--- config.mk ---
export PLATFORM = sky130hd
export DESIGN_NAME = websocket_frame_encoder_top_flat
export DESIGN_NICKNAME = d
export VERILOG_FILES = /design/src/rtl/core/wsfe_pkg.sv /design/src/rtl/core/wsfe_intf.sv /design/src/rtl/core/wsfe_front.sv /design/src/rtl/core/wsfe_queue.sv /design/src/rtl/core/wsfe_back.sv /design/src/rtl/core/websocket_frame_encoder_top.sv /design/src/flat_wrapper.sv
export SDC_FILE = /design/constraint.sdc
export NUM_CORES = 1
export LEC_CHECK = 0
export ABC_AREA = 1
export ABC_CLOCK_PERIOD_IN_PS = 11900
export CORE_ASPECT_RATIO = 0.75
export CORE_UTILIZATION = 60
export CTS_BUF_LIST = sky130_fd_sc_hd__clkbuf_8
export DETAILED_ROUTE_END_ITERATION = 8
export DONT_BUFFER_PORTS = 1
export HOLD_SLACK_MARGIN = 0.08
export PLACE_DENSITY_LB_ADDON = 0.05
export SYNTH_ARGS = -nofsm -noshare
export SYNTH_HDL_FRONTEND = slang
export SYNTH_SLANG_ARGS = --single-unit
export TNS_END_PERCENT = 10
--- constraint.sdc ---
create_clock -name i_clk -period 11.9 [get_ports i_clk]
set_clock_uncertainty 0.05 [all_clocks]
set_input_delay 1.19 -clock i_clk [delete_from_list [all_inputs] [get_ports i_clk]]
set_output_delay 1.19 -clock i_clk [all_outputs]
set_load 0.005 [all_outputs]
--- src/rtl/core/wsfe_pkg.sv ---
// Shared types, constants and helpers for the WebSocket frame encoder.
package wsfe_pkg;

    localparam int BYTE_W      = 8;
    localparam int LEN_W       = 63;
    localparam int KEY_W       = 32;
    localparam int CFG_IDX_W   = 1;
    localparam int CFG_DATA_W  = 32;
    localparam int QUEUE_DEPTH = 4;
    localparam int HDR_BYTES   = 14;
    localparam int HDR_W       = 8 * HDR_BYTES;
    localparam int HCNT_W      = $clog2(HDR_BYTES + 1);

    localparam logic [7:0]  HDR0       = 8'h81;
    localparam logic [6:0]  LEN16_CODE = 7'h7E;
    localparam logic [6:0]  LEN64_CODE = 7'h7F;
    localparam logic [15:0] LEN16_MAX  = 16'hFFFF;

    localparam logic [CFG_IDX_W-1:0] CFG_MASK_ENABLE = 1'b0;
    localparam logic [CFG_IDX_W-1:0] CFG_XOR_KEY     = 1'b1;

    typedef enum logic [1:0] {
        LEN_SHORT = 2'd0,
        LEN_MID   = 2'd1,
        LEN_LONG  = 2'd2
    } t_len_cls;

    typedef struct packed {
        logic              start;
        logic              carries;
        logic              mbit;
        t_len_cls          len_cls;
        logic [LEN_W-1:0]  len;
        logic [KEY_W-1:0]  key;
        logic [BYTE_W-1:0] pbyte;
    } t_desc;

    typedef struct packed {
        logic full;
        logic empty;
    } t_q_stat;

    typedef struct packed {
        logic busy;
        logic hdr_active;
    } t_back_stat;

    function automatic logic [7:0] key_byte(input logic [KEY_W-1:0] key,
                                            input logic [1:0] phase);
        logic [7:0] b;
        case (phase)
            2'd0:    b = key[31:24];
            2'd1:    b = key[23:16];
            2'd2:    b = key[15:8];
            2'd3:    b = key[7:0];
            default: b = key[31:24];
        endcase
        return b;
    endfunction

endpackage

--- src/rtl/core/wsfe_intf.sv ---
// Handshake interfaces for the encoder's input, output and configuration channels.
interface wsfe_in_if;
    import wsfe_pkg::*;
    logic              valid;
    logic              ready;
    logic [BYTE_W-1:0] payload_byte;
    logic              carries_byte;
    logic              frame_start;
    logic [LEN_W-1:0]  frame_length;

    modport source (output valid, payload_byte, carries_byte, frame_start, frame_length,
                    input ready);
    modport sink   (input valid, payload_byte, carries_byte, frame_start, frame_length,
                    output ready);
endinterface

interface wsfe_out_if;
    import wsfe_pkg::*;
    logic              valid;
    logic              ready;
    logic [BYTE_W-1:0] out_byte;
    logic              is_header;
    logic              run_last;

    modport source (output valid, out_byte, is_header, run_last, input ready);
    modport sink   (input valid, out_byte, is_header, run_last, output ready);
endinterface

interface wsfe_cfg_if;
    import wsfe_pkg::*;
    logic                  valid;
    logic                  ready;
    logic [CFG_IDX_W-1:0]  index;
    logic [CFG_DATA_W-1:0] data;

    modport source (output valid, index, data, input ready);
    modport sink   (input valid, index, data, output ready);
endinterface

--- src/rtl/core/wsfe_front.sv ---
// Front end: config registers, input accept, length classing and payload masking.
module wsfe_front (
    input  logic           i_clk,
    input  logic           i_rst_n,
    wsfe_in_if.sink        i_in,
    wsfe_cfg_if.sink       i_cfg,
    input  logic           i_q_full,
    output logic           o_push,
    output wsfe_pkg::t_desc o_desc
);
    import wsfe_pkg::*;

    logic             r_mask_enable, n_mask_enable;
    logic [KEY_W-1:0] r_xor_key, n_xor_key;
    logic [1:0]       r_key_phase, n_key_phase;
    logic             in_fire;
    logic [1:0]       phase_use;
    t_len_cls         len_cls;

    assign i_cfg.ready = 1'b1;
    assign i_in.ready  = !i_q_full;
    assign in_fire     = i_in.valid && i_in.ready;

    // Key phase restarts on a frame start, before that item's payload byte.
    assign phase_use = i_in.frame_start ? 2'd0 : r_key_phase;

    always_comb begin
        if (i_in.frame_length < LEN_W'(LEN16_CODE)) begin
            len_cls = LEN_SHORT;
        end else if (i_in.frame_length <= LEN_W'(LEN16_MAX)) begin
            len_cls = LEN_MID;
        end else begin
            len_cls = LEN_LONG;
        end
    end

    always_comb begin
        o_desc.start   = i_in.frame_start;
        o_desc.carries = i_in.carries_byte;
        o_desc.mbit    = r_mask_enable;
        o_desc.len_cls = len_cls;
        o_desc.len     = i_in.frame_length;
        o_desc.key     = r_xor_key;
        o_desc.pbyte   = i_in.payload_byte
                       ^ (r_mask_enable ? key_byte(r_xor_key, phase_use) : 8'h00);
    end

    // Drop empty beats; everything else goes to the queue.
    assign o_push = in_fire && (i_in.frame_start || i_in.carries_byte);

    always_comb begin
        n_key_phase   = r_key_phase;
        n_mask_enable = r_mask_enable;
        n_xor_key     = r_xor_key;
        if (in_fire) begin
            n_key_phase = i_in.carries_byte ? phase_use + 2'd1 : phase_use;
        end
        if (i_cfg.valid && i_cfg.ready) begin
            case (i_cfg.index)
                CFG_MASK_ENABLE: n_mask_enable = i_cfg.data[0];
                CFG_XOR_KEY:     n_xor_key     = i_cfg.data[KEY_W-1:0];
                default:         n_mask_enable = r_mask_enable;
            endcase
        end
    end

    always_ff @(posedge i_clk) begin
        if (!i_rst_n) begin
            r_mask_enable <= 1'b0;
            r_xor_key     <= '0;
            r_key_phase   <= 2'd0;
        end else begin
            r_mask_enable <= n_mask_enable;
            r_xor_key     <= n_xor_key;
            r_key_phase   <= n_key_phase;
        end
    end

endmodule

--- src/rtl/core/wsfe_queue.sv ---
// Short descriptor queue between the front end and the byte serializer.
module wsfe_queue #(
    parameter int DEPTH = wsfe_pkg::QUEUE_DEPTH
) (
    input  logic               i_clk,
    input  logic               i_rst_n,
    input  logic               i_push,
    input  wsfe_pkg::t_desc    i_desc,
    input  logic               i_pop,
    output wsfe_pkg::t_desc    o_desc,
    output wsfe_pkg::t_q_stat  o_stat
);
    import wsfe_pkg::*;

    localparam int PTR_W = (DEPTH > 1) ? $clog2(DEPTH) : 1;
    localparam int CNT_W = $clog2(DEPTH + 1);

    t_desc            r_mem [DEPTH];
    logic [PTR_W-1:0] r_wr, n_wr;
    logic [PTR_W-1:0] r_rd, n_rd;
    logic [CNT_W-1:0] r_cnt, n_cnt;

    assign o_stat.full  = (r_cnt == CNT_W'(DEPTH));
    assign o_stat.empty = (r_cnt == '0);
    assign o_desc       = r_mem[r_rd];

    always_comb begin
        n_wr  = r_wr;
        n_rd  = r_rd;
        n_cnt = r_cnt;
        if (i_push) begin
            n_wr = (r_wr == PTR_W'(DEPTH - 1)) ? '0 : r_wr + 1'b1;
        end
        if (i_pop) begin
            n_rd = (r_rd == PTR_W'(DEPTH - 1)) ? '0 : r_rd + 1'b1;
        end
        case ({i_push, i_pop})
            2'b10:   n_cnt = r_cnt + 1'b1;
            2'b01:   n_cnt = r_cnt - 1'b1;
            default: n_cnt = r_cnt;
        endcase
    end

    always_ff @(posedge i_clk) begin
        if (i_push) begin
            r_mem[r_wr] <= i_desc;
        end
    end

    always_ff @(posedge i_clk) begin
        if (!i_rst_n) begin
            r_wr  <= '0;
            r_rd  <= '0;
            r_cnt <= '0;
        end else begin
            r_wr  <= n_wr;
            r_rd  <= n_rd;
            r_cnt <= n_cnt;
        end
    end

endmodule

--- src/rtl/core/wsfe_back.sv ---
// Back end: descriptor to header and payload bytes, one per cycle unless o_out stalls.
module wsfe_back (
    input  logic                 i_clk,
    input  logic                 i_rst_n,
    input  logic                 i_q_empty,
    input  wsfe_pkg::t_desc      i_desc,
    output logic                 o_pop,
    output wsfe_pkg::t_back_stat o_stat,
    wsfe_out_if.source           o_out
);
    import wsfe_pkg::*;

    logic              r_busy, n_busy;
    logic [HDR_W-1:0]  r_hdr, n_hdr;
    logic [HCNT_W-1:0] r_hcnt, n_hcnt;
    logic              r_carries, n_carries;
    logic [BYTE_W-1:0] r_pbyte, n_pbyte;
    logic              r_ov, n_ov;
    logic [BYTE_W-1:0] r_ob, n_ob;
    logic              r_oh, n_oh;
    logic              r_ol, n_ol;

    logic              take, emit, hdr_emit, em_last, finish;
    logic [HDR_W-1:0]  ld_hdr;
    logic [HCNT_W-1:0] ld_hcnt;
    logic [HCNT_W-1:0] ext_cnt;

    // Build the left-aligned header image for the descriptor at the queue head.
    always_comb begin
        case (i_desc.len_cls)
            LEN_SHORT: begin
                ld_hdr  = {HDR0, i_desc.mbit, i_desc.len[6:0], i_desc.key, 64'h0};
                ext_cnt = HCNT_W'(2);
            end
            LEN_MID: begin
                ld_hdr  = {HDR0, i_desc.mbit, LEN16_CODE, i_desc.len[15:0],
                           i_desc.key, 48'h0};
                ext_cnt = HCNT_W'(4);
            end
            LEN_LONG: begin
                ld_hdr  = {HDR0, i_desc.mbit, LEN64_CODE, 1'b0, i_desc.len, i_desc.key};
                ext_cnt = HCNT_W'(10);
            end
            default: begin
                ld_hdr  = {HDR0, i_desc.mbit, LEN64_CODE, 1'b0, i_desc.len, i_desc.key};
                ext_cnt = HCNT_W'(10);
            end
        endcase
        if (!i_desc.start) begin
            ld_hcnt = '0;
        end else begin
            ld_hcnt = ext_cnt + (i_desc.mbit ? HCNT_W'(4) : HCNT_W'(0));
        end
    end

    assign take     = !r_ov || o_out.ready;
    assign emit     = r_busy && take;
    assign hdr_emit = (r_hcnt != '0);
    assign em_last  = hdr_emit ? ((r_hcnt == HCNT_W'(1)) && !r_carries) : 1'b1;
    assign finish   = emit && em_last;
    // Refill as the last byte leaves, same cycle; unstalled payload runs one per cycle.
    assign o_pop    = !i_q_empty && (!r_busy || finish);

    always_comb begin
        n_busy    = r_busy;
        n_hdr     = r_hdr;
        n_hcnt    = r_hcnt;
        n_carries = r_carries;
        n_pbyte   = r_pbyte;
        n_ov      = r_ov;
        n_ob      = r_ob;
        n_oh      = r_oh;
        n_ol      = r_ol;

        if (emit) begin
            n_ov = 1'b1;
            n_ob = hdr_emit ? r_hdr[HDR_W-1 -: BYTE_W] : r_pbyte;
            n_oh = hdr_emit;
            n_ol = em_last;
        end else if (o_out.ready) begin
            n_ov = 1'b0;
        end

        if (o_pop) begin
            n_busy    = 1'b1;
            n_hdr     = ld_hdr;
            n_hcnt    = ld_hcnt;
            n_carries = i_desc.carries;
            n_pbyte   = i_desc.pbyte;
        end else begin
            if (finish) begin
                n_busy = 1'b0;
            end
            if (emit && hdr_emit) begin
                n_hdr  = {r_hdr[HDR_W-BYTE_W-1:0], {BYTE_W{1'b0}}};
                n_hcnt = r_hcnt - 1'b1;
            end
        end
    end

    always_ff @(posedge i_clk) begin
        if (!i_rst_n) begin
            r_busy <= 1'b0;
            r_hcnt <= '0;
            r_ov   <= 1'b0;
        end else begin
            r_busy <= n_busy;
            r_hcnt <= n_hcnt;
            r_ov   <= n_ov;
        end
    end

    always_ff @(posedge i_clk) begin
        r_hdr     <= n_hdr;
        r_carries <= n_carries;
        r_pbyte   <= n_pbyte;
        r_ob      <= n_ob;
        r_oh      <= n_oh;
        r_ol      <= n_ol;
    end

    assign o_out.valid     = r_ov;
    assign o_out.out_byte  = r_ob;
    assign o_out.is_header = r_oh;
    assign o_out.run_last  = r_ol;

    assign o_stat.busy       = r_busy;
    assign o_stat.hdr_active = hdr_emit;

endmodule

--- src/rtl/core/websocket_frame_encoder_top.sv ---
// Top level of the WebSocket text frame encoder.
//
//  channel  dir   handshake        beat contents
//  i_in     in    valid / ready    payload_byte, carries_byte, frame_start, frame_length
//  o_out    out   valid / ready    out_byte, is_header, run_last
//  i_cfg    in    valid / ready    index (0 mask_enable, 1 xor key), data
//
// Payload-only items flow at one per cycle while o_out does not stall. A frame start
// item emits 2 to 14 header beats, paced by the byte serializer's one byte per cycle
// under the same condition; the descriptor queue (QUEUE_DEPTH entries) keeps taking
// items during that burst until it fills. Items pass the descriptor queue, the
// serializer and the output register in that order. Reset clears the config
// registers, key phase, queue and output valid. i_in stalls only when the queue is
// full; o_out stalls hold the output register and back up into the queue.
module websocket_frame_encoder_top #(
    parameter int QUEUE_DEPTH = wsfe_pkg::QUEUE_DEPTH
) (
    input  logic        i_clk,
    input  logic        i_rst_n,
    wsfe_in_if.sink     i_in,
    wsfe_cfg_if.sink    i_cfg,
    wsfe_out_if.source  o_out
);
    import wsfe_pkg::*;

    logic       push, pop;
    t_desc      front_desc, head_desc;
    t_q_stat    q_stat;
    t_back_stat back_stat;

    wsfe_front u_front (
        .i_clk    (i_clk),
        .i_rst_n  (i_rst_n),
        .i_in     (i_in),
        .i_cfg    (i_cfg),
        .i_q_full (q_stat.full),
        .o_push   (push),
        .o_desc   (front_desc)
    );

    wsfe_queue #(
        .DEPTH (QUEUE_DEPTH)
    ) u_queue (
        .i_clk   (i_clk),
        .i_rst_n (i_rst_n),
        .i_push  (push),
        .i_desc  (front_desc),
        .i_pop   (pop),
        .o_desc  (head_desc),
        .o_stat  (q_stat)
    );

    wsfe_back u_back (
        .i_clk     (i_clk),
        .i_rst_n   (i_rst_n),
        .i_q_empty (q_stat.empty),
        .i_desc    (head_desc),
        .o_pop     (pop),
        .o_stat    (back_stat),
        .o_out     (o_out)
    );

    a_no_overflow: assert property (@(posedge i_clk) disable iff (!i_rst_n)
        !(push && q_stat.full))
        else $error("descriptor pushed into a full queue");

    a_no_underflow: assert property (@(posedge i_clk) disable iff (!i_rst_n)
        !(pop && q_stat.empty))
        else $error("descriptor popped from an empty queue");

    a_pop_loads: assert property (@(posedge i_clk) disable iff (!i_rst_n)
        pop |=> back_stat.busy)
        else $error("serializer idle after taking a descriptor");

    a_hdr_busy: assert property (@(posedge i_clk) disable iff (!i_rst_n)
        back_stat.hdr_active |-> back_stat.busy)
        else $error("header bytes pending with no descriptor loaded");

    a_reset_quiet: assert property (@(posedge i_clk)
        !i_rst_n |=> !o_out.valid)
        else $error("output valid right after reset");

endmodule
--- src/flat_wrapper.sv ---
// flat-port wrapper written by rule: the top's interface ports become plain ports
module websocket_frame_encoder_top_flat import wsfe_pkg::*;
#(
    parameter int QUEUE_DEPTH = wsfe_pkg::QUEUE_DEPTH
)
  (i_clk, i_rst_n, i_in_valid, i_in_payload_byte, i_in_carries_byte, i_in_frame_start, i_in_frame_length, i_in_ready, i_cfg_valid, i_cfg_index, i_cfg_data, i_cfg_ready, o_out_valid, o_out_out_byte, o_out_is_header, o_out_run_last, o_out_ready);
  wsfe_in_if i_in_i ();
  wsfe_cfg_if i_cfg_i ();
  wsfe_out_if o_out_i ();
  input  logic i_clk;
  input  logic i_rst_n;
  input wire logic [$bits(i_in_i.valid)-1:0] i_in_valid;
  input wire logic [$bits(i_in_i.payload_byte)-1:0] i_in_payload_byte;
  input wire logic [$bits(i_in_i.carries_byte)-1:0] i_in_carries_byte;
  input wire logic [$bits(i_in_i.frame_start)-1:0] i_in_frame_start;
  input wire logic [$bits(i_in_i.frame_length)-1:0] i_in_frame_length;
  output wire logic [$bits(i_in_i.ready)-1:0] i_in_ready;
  input wire logic [$bits(i_cfg_i.valid)-1:0] i_cfg_valid;
  input wire logic [$bits(i_cfg_i.index)-1:0] i_cfg_index;
  input wire logic [$bits(i_cfg_i.data)-1:0] i_cfg_data;
  output wire logic [$bits(i_cfg_i.ready)-1:0] i_cfg_ready;
  output wire logic [$bits(o_out_i.valid)-1:0] o_out_valid;
  output wire logic [$bits(o_out_i.out_byte)-1:0] o_out_out_byte;
  output wire logic [$bits(o_out_i.is_header)-1:0] o_out_is_header;
  output wire logic [$bits(o_out_i.run_last)-1:0] o_out_run_last;
  input wire logic [$bits(o_out_i.ready)-1:0] o_out_ready;
  assign i_in_i.valid = i_in_valid;
  assign i_in_i.payload_byte = i_in_payload_byte;
  assign i_in_i.carries_byte = i_in_carries_byte;
  assign i_in_i.frame_start = i_in_frame_start;
  assign i_in_i.frame_length = i_in_frame_length;
  assign i_in_ready = i_in_i.ready;
  assign i_cfg_i.valid = i_cfg_valid;
  assign i_cfg_i.index = i_cfg_index;
  assign i_cfg_i.data = i_cfg_data;
  assign i_cfg_ready = i_cfg_i.ready;
  assign o_out_valid = o_out_i.valid;
  assign o_out_out_byte = o_out_i.out_byte;
  assign o_out_is_header = o_out_i.is_header;
  assign o_out_run_last = o_out_i.run_last;
  assign o_out_i.ready = o_out_ready;
  websocket_frame_encoder_top #(.QUEUE_DEPTH(QUEUE_DEPTH)) u_core (.i_clk(i_clk), .i_rst_n(i_rst_n), .i_in(i_in_i), .i_cfg(i_cfg_i), .o_out(o_out_i));
endmodule
== Word level (Yosys, flattened, before mapping) ==
Memories as Yosys holds them, arrays and structs flattened. A register that Yosys moved wholly into a read port is not among the register bits.
Index checks and enable logic that the tools add are counted.
Operators by class
  add/subtract/negate cells: 7
  $lt $le $gt $ge: 2
  eq/ne operators: 10
  muxes and demuxes: 27
  bitwise gates (word level): 2
  reduce and logical (&&, ||, !) cells: 25
Operators by type and width (number)
  112-bit 2-to-1 mux: 2
  103-bit one-hot mux with 2 select lines: 1
  63-bit by 16-bit <= comparator with 1-bit output, second input constant: 1
  63-bit by 7-bit < comparator with 1-bit output, second input constant: 1
  8-bit one-hot mux with 4 select lines: 1
  2-bit 2-to-1 mux: 8
  8-bit 2-to-1 mux: 2
  4-bit 2-to-1 mux: 3
  2-bit == test, second input constant: 5
  4-bit one-hot mux with 2 select lines: 1
  2-bit nonzero test: 4
  8-bit XOR: 1
  1-bit logical AND: 7
  1-bit 2-to-1 mux: 7
  2-bit by 1-bit adder with 2-bit output, second input constant: 3
  2-bit by 1-bit == test with 1-bit output, second input constant: 3
  3-bit one-hot mux with 2 select lines: 1
  1-bit logical NOT: 5
  4-bit by 3-bit adder with 4-bit output: 1
  4-bit by 1-bit == test with 1-bit output, second input constant: 1
  2-bit logical NOT: 2
  2-bit AND reduction: 2
  4-bit nonzero test: 1
  4-bit by 1-bit subtractor with 4-bit output, second input constant: 1
  7 further kinds: 9
Storage, ports and cells
  register bits: 179
  RAM bits: 432
  bits of input ports: 111
  output and inout bits: 13
  logic and storage cells: 89
  memories: 1
Memories
  u_core.u_queue.r_mem: words 4, width 108, rd ports 1, clocked after memory_dff 1, wr ports 1, line wsfe_queue.sv:18  | t_desc r_mem [DEPTH];

== Logic depth before layout (Yosys ltp) ==
  word-level depth: 8
  mapped depth: 17
  mapped depth without buffers: 15

== Cells and area by module ==
From an unflattened synthesis, not the netlist that was laid out.
Unflattened totals
  cells, all modules: 2098
  area total of the unflattened synthesis: 25207.9 µm²
By module, submodules not included
  wsfe_queue: times used 1, cells an instance 1104, area an instance 16449.5 µm², sequential area each 13152.6 µm²
  wsfe_back: times used 1, cells an instance 636, area an instance 6386.1 µm², sequential area each 4053.9 µm²
  wsfe_front: times used 1, cells an instance 358, area an instance 2372.3 µm², sequential area each 700.7 µm²

== Least setup slack after synthesis ==
No wires, ideal clock.
  path kind: input port to flip-flop
  from: in i_in_valid
  to: mem u_core.u_queue.r_mem[0][0] in the netlist's numbering, enable pin
  library setup time: 0.576 ns
  arrival: 6.008 ns
  data required time: 11.274 ns
  slack: 5.266 ns
  stages on the path: 3
  buffers on the path: 0
  path through: and2_1 -> o21ai_2 -> nor2_1
Between the ends
  word-level cells in the longest chain between the ends: 4
RTL lines
  start, declared: line flat_wrapper.sv:12  | input wire logic [$bits(i_in_i.valid)-1:0] i_in_valid;
  1-bit logical AND: line wsfe_front.sv:22  | assign in_fire = i_in.valid && i_in.ready;
  1-bit logical AND: line wsfe_front.sv:49  | assign o_push = in_fire && (i_in.frame_start || i_in.carries_byte);
  1-bit 2-to-1 mux: line wsfe_queue.sv:45  | if (i_push) begin
  1-bit 2-to-1 mux (implied by the code): line wsfe_queue.sv:46  | r_mem[r_wr] <= i_desc;
  end, declared: line wsfe_queue.sv:18
Every way passes these cells.

== Worst setup path after layout ==
  from: reg u_core.u_back.r_hcnt[0]
  to: reg u_core.u_back.r_hdr[26] (data pin)
Between the ends
  word-level cells in the longest chain between the ends: 7
  elaborated cells on any way between the ends: 8
  those cells by class: 1 x eq/ne; 2 x mux; 5 x reduce/logical
RTL lines
  start, declared: line wsfe_back.sv:15  | logic [HCNT_W-1:0] r_hcnt, n_hcnt;
  start signal, assigned: line wsfe_back.sv:108  | r_hcnt <= n_hcnt;
  4-bit by 1-bit == test with 1-bit output: line wsfe_back.sv:59  | assign em_last = hdr_emit ? ((r_hcnt == HCNT_W'(1)) && !r_carries) : 1'b1;
  1-bit logical AND: line wsfe_back.sv:59
  1-bit 2-to-1 mux (*): line wsfe_back.sv:59
  1-bit logical AND (*): line wsfe_back.sv:60  | assign finish = emit && em_last;
  1-bit logical OR (*): line wsfe_back.sv:62  | assign o_pop = !i_q_empty && (!r_busy || finish);
  1-bit logical AND (*): line wsfe_back.sv:62
  112-bit 2-to-1 mux (*): line wsfe_back.sv:84  | if (o_pop) begin
  named net u_core.u_back.n_hdr[26]: line wsfe_back.sv:14  | logic [HDR_W-1:0] r_hdr, n_hdr;
  end signal, assigned: line wsfe_back.sv:114  | r_hdr <= n_hdr;
  end, declared: line wsfe_back.sv:14
The timed path passes the listed nets; every way through them passes the cells marked *.
A chain may end at the register's enable or synchronous reset.

==> metrics.md <==
| Metric | Value |
|---|---|
| Crit end category | `flop` |
| CORE AREA | `41300 sq um` |
| Register area share after synthesis | `70.3%` |
| Synthesized area per cell | `11.3 sq um` |
| FMAX | `265 MHz` |
| FF-to-FF path depth | `11` |
| Primary FF master, synth | `edfxtp_1` |
| PwrDens | `247 nW/um^2` |
| Crit-path slowest cell | `nand2_1` |
| Hold Fails Final Rpt | `0` |
| Worst path cell trace | `inv_1, ha_1, inv_1, nand2_1, nand3_1, nand2_1, nand2_4, buf_4, inv_2, nand2_1, o21ai_0` |
| Post-route design area | `27300 sq um` |
| Sink Count | `~600` |
| Hold-fix buffers, CTS | `0` |
| Top cell type's share of synthesized area | `roughly two thirds` |
| Antenna Nets Post-Route | `0` |
| Layout Area Growth over Synthesis | `7.18%` |
| Die Y | `about 180 um` |
| Die area | `43300 sq um` |
| Hold Crit Depth | `2` |
| Critical path origin | `u_core.u_back.r_hcnt[0]$_SDFFE_PN0P_` |
| Post-CTS Setup Bufs | `0` |
| Gr usage total | `around 29%` |
| Number of max-cap violations | `0` |
| Most common cell after layout, fill and taps aside | `edfxtp_1` |
| Clock Pin Slew Worst Setup and Hold Paths | `70 ps` |
| Final WL | `61400 um` |
| R2R setup slack | `8120 ps` |
| Largest net degree at the start of global routing | `97` |
| Sw Pwr | `between 2 and 2.5 mW` |
| First-pass GRT wire length | `92800 um` |
| Critical Path AT | `around 4100 ps` |
| Routability Congestion | `0.915` |
| Initial DRT Pass Iterations | `6` |
| Initial antenna violation count | `1` |
| Worst Setup Start Kind | `flop` |
| Synthesized area | `approximately 25000 sq um` |
| # DRC | `0` |
| Clk Latency, worst-skew pair | `about 650 ps` |
| Leakage power | `9.86 nW` |
| Seq cells post-synth | `approximately 600` |
| Port Buf Inserts | `0` |
| Critical-path maximum fanout | `59` |
| Cell taking the most area after synthesis | `edfxtp_1` |
| RSZ-0062 raised after global routing | `no` |
| Most frequent cells in the layout | `edfxtp_1, nor2_1, nand2_1` |
| HPWL Detailed | `38000 um` |
| Logic gate share of total power | `30.0%` |
| Async set-or-reset flop fraction in the synthesized netlist | `0%` |
| Flop pwr share | `46.3%` |
| R2R Path End | `u_core.u_back.r_hdr[26]$_DFFE_PP_` |
| Sw Share | `approximately 37%` |
| CTS Buffer Depth | `3` |
| Max IR drop VDD | `0.157 mV` |
| Total negative slack | `0 ps` |
| Vias in the first global route | `15500` |
| IO Count | `roughly 120` |
| Total gr overflow | `0` |
| CTS H-tree lvls | `3` |
| Clock root buffer master | `clkbuf_8` |
| Post-synth EDFFs | `~560` |
| N_diodes | `0` |
| Clk pwr share | `23.7%` |
| Site Rows | `64` |
| YS warnings | `0` |
| Post-CTS resize count | `0` |
| Outcome | `finished clean` |
| Fin crit period | `approximately 3800 ps` |
| Setup Viol. Count Final | `0` |
| CTS tree | `built` |
| Vias per cell | `5.77` |
| Cell variety after synth | `37` |
| Initial Utilization | `61.7%` |
| Routed via count | `16600` |
| Slew Limit Fails | `0` |
| Hold WC Path Type | `reg -> reg` |
| Critical Path RT | `12200 ps` |
| WHS Endpoint | `u_core.u_front.r_key_phase[0]$_SDFFE_PN0P_` |
| Post-Synthesis Net Count | `2385` |
| Nets | `~2400` |
| Total CTS buffers | `91` |
| Placed standard-cell area | `25600 sq um` |
| R2R Path Start | `u_core.u_back.r_hcnt[0]$_SDFFE_PN0P_` |
| Slew margin rel. | `25.9%` |
| Cell-internal power | `4.26 mW` |
| Chip width | `240 um` |
| Post-Synthesis Cells | `between 2000 and 2500` |
| Synth top area cells | `edfxtp_1, nor2_1, nand2_1, o21ai_0, dfxtp_1` |
| Tcrit/Tclk final | `between 30% and 40%` |
| Slew @ Worst Pin | `1110 ps` |
| Top cell by count, worst path | `nand2_1` |
| CP Class | `reg -> reg` |
| Layout cells sized above 1 | `9.20%` |
| Iter 0 DRT Violations | `2045` |
| Hold path startpoint | `u_core.u_front.r_key_phase[0]$_SDFFE_PN0P_` |
| WL/cell | `approximately 21 um` |
| Crit-path max cell delay | `between 700 and 800 ps` |
## routing by layer
metal  routed length [um]  GRT usage, %  up-vias
li1                     -             -     7762
met1                27500          44.2     8069
met2                27200          41.3      660
met3                 5440          6.11       98
met4                 1280          7.87        0
met5                    0             0        -
## cell usage after synthesis, types with 3 or more instances
| cell type | n |
|---|---|
| edfxtp_1 | 563 |
| nor2_1 | 466 |
| nand2_1 | 407 |
| o21ai_0 | 223 |
| a21oi_1 | 78 |
| nand3_1 | 73 |
| inv_1 | 60 |
| dfxtp_1 | 50 |
| o21ai_1 | 45 |
| or2_2 | 45 |
| buf_2 | 44 |
| clkbuf_1 | 39 |
| o22ai_1 | 25 |
| buf_4 | 20 |
| buf_6 | 17 |
| ha_1 | 13 |
| nand4_1 | 13 |
| o211ai_1 | 13 |
| nand2_2 | 9 |
| mux2_2 | 8 |
| xnor2_1 | 8 |
| inv_2 | 6 |
| or2_0 | 5 |
| buf_1 | 4 |
| nor3_1 | 4 |
| or2_1 | 4 |
| nor4_1 | 3 |
| xor2_1 | 3 |
## logic make-up after synthesis
| kind of cell | after synthesis | synth area share (%) |
|---|---|---|
| AO/OA/AOI/OAI | 387 | 7.90 |
| XOR/XNOR | 11 | 0.378 |
| adder cells (fa/ha/maj) | 14 | 0.717 |
| buffers and inverters | 194 | 3.97 |
| flip-flops | 613 | 70.3 |
| multiplexers | 8 | 0.354 |
| other | 1 | 0.0147 |
| AND/OR/NAND/NOR | 1032 | 16.4 |
## critical path, delay by kind of cell (launching register included)
| family | cells | cell delay [ps] |
|---|---|---|
| and+or+nand+nor | 5 | 1450 |
| buffers and inverters | 4 | 1100 |
| DFF | 1 | 380 |
| AOI/OAI and AO/OA | 1 | 230 |
| adders and majority gates | 1 | 220 |
## state kept, by name, summed over array words and instances (netlist names), 3 cells and up, named ones only
register                      count
u_core.u_back.o_out.out_byte      8
u_core.u_back.r_hcnt              4
u_core.u_back.r_hdr             112
u_core.u_back.r_pbyte             8
u_core.u_front.r_xor_key         32
u_core.u_queue.r_cnt              3
u_core.u_queue.r_mem            432
## power by group through the flow
stage          Combinational (mW)  Clock (mW)  Sequential, mW
2_1_floorplan                1.49           0            3.10
6_report                     2.02        1.60            3.12
4_1_cts                      1.99        1.62            3.12
3_5_place_dp                 1.99           0            3.16
5_1_grt                      2.22        1.71            3.16
3_3_place_gp                 1.94           0            3.16
## area by class of cell
class | count | area, sq um
well taps | 561 | 702
fillers | 3207 | 14000
clock inverters | 61 | 262
clock buffers | 104 | 1430
multi-input cells | 1453 | 6600
flip-flops and latches | 613 | 17900
inverters | 66 | 254
repair buffers | 19 | 143
## how the worst max path moves through the flow
| stage | slack (ps) | to |
|---|---|---|
| 6_report | 8120 | u_core.u_back.r_hdr[26]$_DFFE_PP_ |
| 2_1_floorplan | 5270 | u_core.u_queue.r_mem[0][0]$_DFFE_PP_ |
| 3_3_place_gp | 7600 | u_core.u_back.r_hdr[12]$_DFFE_PP_ |
| 5_1_grt | 7870 | u_core.u_back.r_hdr[17]$_DFFE_PP_ |
| 3_5_place_dp | 7490 | u_core.u_back.r_hdr[12]$_DFFE_PP_ |
| 4_1_cts | 8210 | u_core.u_back.r_hdr[13]$_DFFE_PP_ |
## through the flow
stage / hold slack, ps / instances / total power [mW] / util [%] / setup WS (ps)
floorplan: 391 / 2260 / 4.59 / - / 5270
global placement: 401 / 2712 / 5.10 / 62.0 / 7600
detailed placement: 411 / 2712 / 5.15 / 62.0 / 7490
CTS: 418 / 2877 / 6.73 / 66.1 / 8210
global route: 451 / 2877 / 7.08 / 66.1 / 7870
finish: 420 / 2877 / 6.74 / 66.1 / 8120
Note: power is estimated with default switching activity, not from simulation.
